File: config.mk
export PLATFORM = sky130hd
export DESIGN_NAME = chp_mac
export DESIGN_NICKNAME = d
export VERILOG_FILES = /design/src/chp_pkg.sv /design/src/chp_mac.sv
export SDC_FILE = /design/constraint.sdc
export NUM_CORES = 2
export LEC_CHECK = 0
export BUFFER_PORTS_ARGS = -buffer_cell sky130_fd_sc_hd__clkbuf_2
export CAP_MARGIN = 20
export CORE_UTILIZATION = 44
export CTS_CLUSTER_DIAMETER = 100
export DETAILED_ROUTE_END_ITERATION = 8
export PLACE_DENSITY = 0.69
export SETUP_SLACK_MARGIN = 0.5
export SYNTH_ARGS = -nofsm -noshare
export SYNTH_HDL_FRONTEND = slang
export SYNTH_SLANG_ARGS = --single-unit
File: constraint.sdc
create_clock -name clk -period 15.82 [get_ports clk]
set_input_delay 0.791 -clock clk [delete_from_list [all_inputs] [get_ports clk]]
set_output_delay 0.791 -clock clk [all_outputs]
set_load 0.03 [all_outputs]
File: src/chp_pkg.sv
// ----------------------------------------------------------------------------
// Characteristic polynomial package
// Shared widths, defaults, types and helpers for the Berkowitz engine.
// ----------------------------------------------------------------------------
package chp_pkg;

    localparam int DEF_MAX_DIM    = 16;
    localparam int DEF_ENTRY_BITS = 16;
    localparam int COEF_W         = 64;
    localparam int IDX_W          = 5;
    localparam int SIZE_W         = 5;
    localparam int SIZE_RESET     = 16;

    typedef logic [COEF_W-1:0] word_t;

    localparam word_t SIGN_WORD = {1'b1, {(COEF_W-1){1'b0}}};

    typedef struct packed {
        logic start;
        logic clear;
    } mac_cmd_t;

    typedef struct packed {
        logic done;
        logic ovf;
    } mac_res_t;

    function automatic word_t neg_word(input word_t x);
        return '0 - x;
    endfunction

endpackage

File: src/chp_mac.sv
// ----------------------------------------------------------------------------
// Shared multiply-accumulate unit
// Signed 64x64 product from four 32x32 partials, overflow checked, added
// into a wrapping 64-bit accumulator.
// ----------------------------------------------------------------------------
module chp_mac (
    input  logic              clk,
    input  logic              rst_n,
    input  chp_pkg::mac_cmd_t cmd,
    input  chp_pkg::word_t    a,
    input  chp_pkg::word_t    b,
    output chp_pkg::mac_res_t res,
    output chp_pkg::word_t    acc
);
    import chp_pkg::*;

    logic         busy_reg;
    logic [2:0]   step_reg;
    logic         done_reg;
    logic         ovf_reg;
    word_t        ma_reg;
    word_t        mb_reg;
    logic         neg_reg;
    logic [63:0]  pp_reg;
    logic [1:0]   pp_sh_reg;
    logic [127:0] prod_reg;
    word_t        acc_reg;

    logic [31:0]  x_half;
    logic [31:0]  y_half;
    logic [63:0]  pp_now;
    logic [1:0]   sh_now;
    logic [127:0] pp_shifted;
    word_t        limit;
    word_t        lo;
    word_t        prod_s;
    word_t        sum;
    word_t        carry_v;
    logic         mul_ovf;
    logic         final_step;

    assign x_half = step_reg[1] ? ma_reg[63:32] : ma_reg[31:0];
    assign y_half = step_reg[0] ? mb_reg[63:32] : mb_reg[31:0];
    assign pp_now = x_half * y_half;
    assign sh_now = {1'b0, step_reg[1]} + {1'b0, step_reg[0]};

    always_comb
    begin
        case (pp_sh_reg)
            2'd0:    pp_shifted = {64'd0, pp_reg};
            2'd1:    pp_shifted = {32'd0, pp_reg, 32'd0};
            2'd2:    pp_shifted = {pp_reg, 64'd0};
            default: pp_shifted = '0;
        endcase
    end

    assign lo         = prod_reg[63:0];
    assign limit      = neg_reg ? SIGN_WORD : SIGN_WORD - 64'd1;
    assign mul_ovf    = (prod_reg[127:64] != 64'd0) || (lo > limit);
    assign prod_s     = neg_reg ? neg_word(lo) : lo;
    assign sum        = acc_reg + prod_s;
    assign carry_v    = ~(acc_reg ^ prod_s) & (acc_reg ^ sum);
    assign final_step = busy_reg && (step_reg == 3'd5);

    always_ff @(posedge clk or negedge rst_n)
    begin
        if (!rst_n)
        begin
            busy_reg <= 1'b0;
            step_reg <= '0;
            done_reg <= 1'b0;
            ovf_reg  <= 1'b0;
        end
        else
        begin
            done_reg <= final_step;
            ovf_reg  <= final_step && (mul_ovf || carry_v[63]);
            if (cmd.start)
            begin
                busy_reg <= 1'b1;
                step_reg <= '0;
            end
            else if (busy_reg)
            begin
                if (final_step)
                begin
                    busy_reg <= 1'b0;
                end
                step_reg <= step_reg + 3'd1;
            end
        end
    end

    always_ff @(posedge clk)
    begin
        if (cmd.start)
        begin
            ma_reg   <= a[63] ? neg_word(a) : a;
            mb_reg   <= b[63] ? neg_word(b) : b;
            neg_reg  <= a[63] ^ b[63];
            prod_reg <= '0;
            if (cmd.clear)
            begin
                acc_reg <= '0;
            end
        end
        else if (busy_reg)
        begin
            if (step_reg <= 3'd3)
            begin
                pp_reg    <= pp_now;
                pp_sh_reg <= sh_now;
            end
            if (step_reg >= 3'd1 && step_reg <= 3'd4)
            begin
                prod_reg <= prod_reg + pp_shifted;
            end
            if (final_step)
            begin
                acc_reg <= sum;
            end
        end
    end

    assign res.done = done_reg;
    assign res.ovf  = ovf_reg;
    assign acc      = acc_reg;

endmodule
==> flow_results.org <==
** Flow run
- Count of maximum capacitance violations :: 0

** Logic synthesis
- The top cell type by area accounts for 28.44% of the synthesized area.
- Summing every instance area after synthesis gives 0.06320 mm².
- Synthesized flop and latch total :: 393
- The synthesized design contains 259 enable-type register cells.
- Avg Inst Size Synth :: 8.750 µm²
- The netlist uses 79 different library cells.
- Number of warnings issued by yosys :: 0
- Largest cells by area after synthesis :: sky130_fd_sc_hd__fa_1 (28%), sky130_fd_sc_hd__edfxtp_1 (12%), sky130_fd_sc_hd__ha_1 (10%), sky130_fd_sc_hd__inv_1 (5.5%), sky130_fd_sc_hd__nor2_1 (5.2%)
- The most used flip-flop cell after synthesis is sky130_fd_sc_hd__edfxtp_1.
- Sequential cell area fraction in the yosys report :: 16.60%
- Counting every instance in the synthesized netlist gives 7223.
- Share of flip-flops with an asynchronous set or reset after synthesis :: 1.527%
- Net Count, Synth :: 8777
- Largest area contributor in the synthesized netlist :: sky130_fd_sc_hd__fa_1

** Floorplanning
- The region available for standard cell placement spans 0.1421 mm².
- Row generation in the floorplan step produced 138 rows.
- From bottom edge to top edge, the die measures 381 µm.
- The floorplan step defined a die boundary enclosing 0.1452 mm².
- Die Span X :: 381 µm
- Initial core utilization :: 44.48%
- Number of top-level pins :: 198

** Layout
- The multi-input combinational cells in the finished layout cover a total of 0.04816 mm².
- The post-route netlist has 7.138% of its cells at a drive strength greater than 1.
- In the layout the commonest cells are sky130_fd_sc_hd__inv_1 (932), sky130_fd_sc_hd__fa_1 (898), sky130_fd_sc_hd__nor2_1 (870).
- Area growth from synthesis to final layout :: 7.214%
- Most common cell after layout, fill and taps aside :: sky130_fd_sc_hd__inv_1
- FF/Latch Area :: 0.01050 mm²
- After filler insertion, the fill cell instance count of the layout stands at 13.54k.
- Final core utilization :: 47.68%
- For this run, the post-layout net count is 8761.
- The register with the most flip-flops in the layout has 128 of them.

** Routing
- The routed design has 206.9 mm of wire.
- Detailed-route wire length per cell :: 22.66 µm
- Number of nets with antenna violations after detailed routing :: 0
- In the routed layout, each cell is associated on average with a via count of 5.805.
- Via count :: 53.03k
- First-pass iteration count of the detailed router :: 6
- After detailed routing, the number of remaining DRC violations is 0.
- Drt first-iter violations :: 4642

** Placed design
- Global placer's final weighted congestion :: 1.000
- Count of input and output buffers :: 197
- The HPWL after detailed placement is 164.0 mm.

** Status
- Run status :: finished, final reports clean

** Setup path
- Flop-to-flop setup slack :: 5.84 ns
- Classification of the worst setup path :: reg2reg
- Critical path launch point type :: register
- Critical Path Fanout Max :: 39
- STA puts the critical path data required time at 16.19 ns.
- The worst register-to-register path begins at step_reg[0].
- The endpoint identified for the worst register-to-register timing path is pp_reg[58].
- The number of cells on the worst reg-to-reg path is 26.
- CP Capture Type :: register
- Arrival time of the worst setup path :: 10.35 ns

** Global routing
- The first global-routing pass estimated 315.4 mm of wire.
- The number of antenna violations at the first check in global routing is 4.
- After global routing the overflow that remains totals 0.
- Maximum number of pins on one net before global-route repair :: 133
- Across every metal layer, demand over resource in global routing totals 28.20%.
- The number of global-route vias before repair is 53.93k.

** Clocking
- The cell sitting at the root of the clock tree is a sky130_fd_sc_hd__clkbuf_16.
- TritonCTS built the clock tree.
- Number of levels in the clock H-tree :: 2
- Longest Clk Path Bufs :: 3
- Count of hold buffers inserted by post-cts repair :: 0
- Number of gates given a new drive strength after cts :: 0
- The later pin in the worst-skew pair is clocked with a latency of 0.66 ns.
- CTS saw 393 sinks.
- Clock-pin slew was measured on the worst setup and hold paths at 0.06 ns.
- Once the clock tree was built, the setup fixing pass inserted 0 buffers.
- Number of CTS-inserted buffers :: 46

** Timing
- Subtracting the final worst setup slack from the clock period gives 9.977 ns.
- Setup total negative slack on the finished layout was measured at 0 ns.
- Relative max-transition margin :: 28.01%
- Slew at the pin with the worst max-slew slack :: 1.050 ns
- For this run, the top clock speed supported by timing is 100.2 MHz.
- Setup repair after global routing left no endpoint under its margin.
- Count of final setup violators :: 0
- The final-report hold violation count was 0.
- Max Transition Viols Final :: 0
- Across the routed clock network, the largest skew measured is 0.03474 ns.
- In the finished design, the share of the clock period the worst path needs comes to 63.07%.

** Hold path
- Worst Hold Class :: in2async
[per-stage QoR]
stage,instances,worst slack [ns],hold slack [ns],instance area (µm²)
after detailed placement,9048,5.958,0.4721,66220
after CTS,9132,5.931,0.01412,67750
after floorplan,7223,6.760,0.4488,63200
after global routing,9133,5.472,0.03032,67760
final,9134,5.843,0.04955,67760
after global placement,9047,6.076,0.4601,66210
[logic make-up after synthesis]
logic type | Yosys count | synth area share [%]
xor gates and xnor gates | 432 | 5.987
buffers and inverters | 1285 | 7.648
DFF | 393 | 16.60
and+or+nand+nor | 2266 | 15.78
adders and majority gates | 1422 | 38.82
AOI/OAI and AO/OA | 1265 | 12.52
muxes | 160 | 2.657
[synth_stat cells, types with 77 or more instances]
master / n
sky130_fd_sc_hd__a21o_1: 158
sky130_fd_sc_hd__a21oi_1: 402
sky130_fd_sc_hd__and2_1: 77
sky130_fd_sc_hd__clkbuf_1: 325
sky130_fd_sc_hd__dfxtp_1: 128
sky130_fd_sc_hd__edfxtp_1: 259
sky130_fd_sc_hd__fa_1: 898
sky130_fd_sc_hd__ha_1: 524
sky130_fd_sc_hd__inv_1: 932
sky130_fd_sc_hd__mux2i_1: 98
sky130_fd_sc_hd__nand2_1: 829
sky130_fd_sc_hd__nand4_1: 104
sky130_fd_sc_hd__nor2_1: 871
sky130_fd_sc_hd__o21ai_0: 307
sky130_fd_sc_hd__xnor2_1: 337
sky130_fd_sc_hd__xor2_1: 95
[layout make-up]
class | count | share of cell area [%]
Clock buffer | 62 | 1.861
Tap cell | 1890 | 3.490
Sequential cell | 393 | 15.49
Clock inverter | 22 | 0.3878
Antenna cell | 1 | 0.003693
Timing Repair Buffer | 289 | 2.524
Inverter | 932 | 5.163
Multi-Input combinational cell | 5545 | 71.08
[per-layer routing]
| metal | track usage, % | routed length (µm) | share of wire [%] |
|---|---|---|---|
| met4 | 14.04 | 12110 | 5.9 |
| met5 | 0 | 68 | 0.033 |
| met2 | 45.10 | 93130 | 45 |
| met3 | 7.217 | 21570 | 10 |
| met1 | 35.27 | 80070 | 39 |
[critical path, stage by stage (launching register included)]
cell,delay [ns]
sky130_fd_sc_hd__dfrtp_4,0.70
sky130_fd_sc_hd__buf_4,0.65
sky130_fd_sc_hd__mux2i_4,0.33
sky130_fd_sc_hd__buf_4,0.45
sky130_fd_sc_hd__nor2_1,0.14
sky130_fd_sc_hd__fa_1,0.52
sky130_fd_sc_hd__fa_1,0.52
sky130_fd_sc_hd__inv_1,0.05
sky130_fd_sc_hd__fa_1,0.45
sky130_fd_sc_hd__fa_1,0.51
sky130_fd_sc_hd__fa_1,0.55
sky130_fd_sc_hd__inv_1,0.08
sky130_fd_sc_hd__fa_1,0.46
sky130_fd_sc_hd__fa_1,0.51
sky130_fd_sc_hd__fa_1,0.44
sky130_fd_sc_hd__ha_1,0.46
sky130_fd_sc_hd__a21oi_1,0.16
sky130_fd_sc_hd__and2_1,0.16
sky130_fd_sc_hd__a31oi_1,0.13
sky130_fd_sc_hd__o21ai_0,0.29
sky130_fd_sc_hd__o311ai_0,0.81
sky130_fd_sc_hd__a21oi_1,0.22
sky130_fd_sc_hd__o31ai_1,0.39
sky130_fd_sc_hd__a21o_1,0.23
sky130_fd_sc_hd__a21oi_1,0.11
sky130_fd_sc_hd__o21ai_0,0.21
sky130_fd_sc_hd__xor2_1,0.09
[how the worst max path moves through the flow]
stage	endpoint	slack [ns]	start	depth (start not counted)
6_report	pp_reg[58]	5.84	step_reg[0]	26
3_3_place_gp	pp_reg[60]	6.08	step_reg[0]	27
3_5_place_dp	pp_reg[60]	5.96	step_reg[1]	27
4_1_cts	pp_reg[60]	5.93	step_reg[0]	27
2_1_floorplan	pp_reg[49]	6.76	step_reg[1]	33
5_1_grt	pp_reg[60]	5.47	step_reg[1]	30
Power is left out: the tool's default activity adds up to more than one toggle a clock period on the data nets, which glitch-free logic cannot reach.
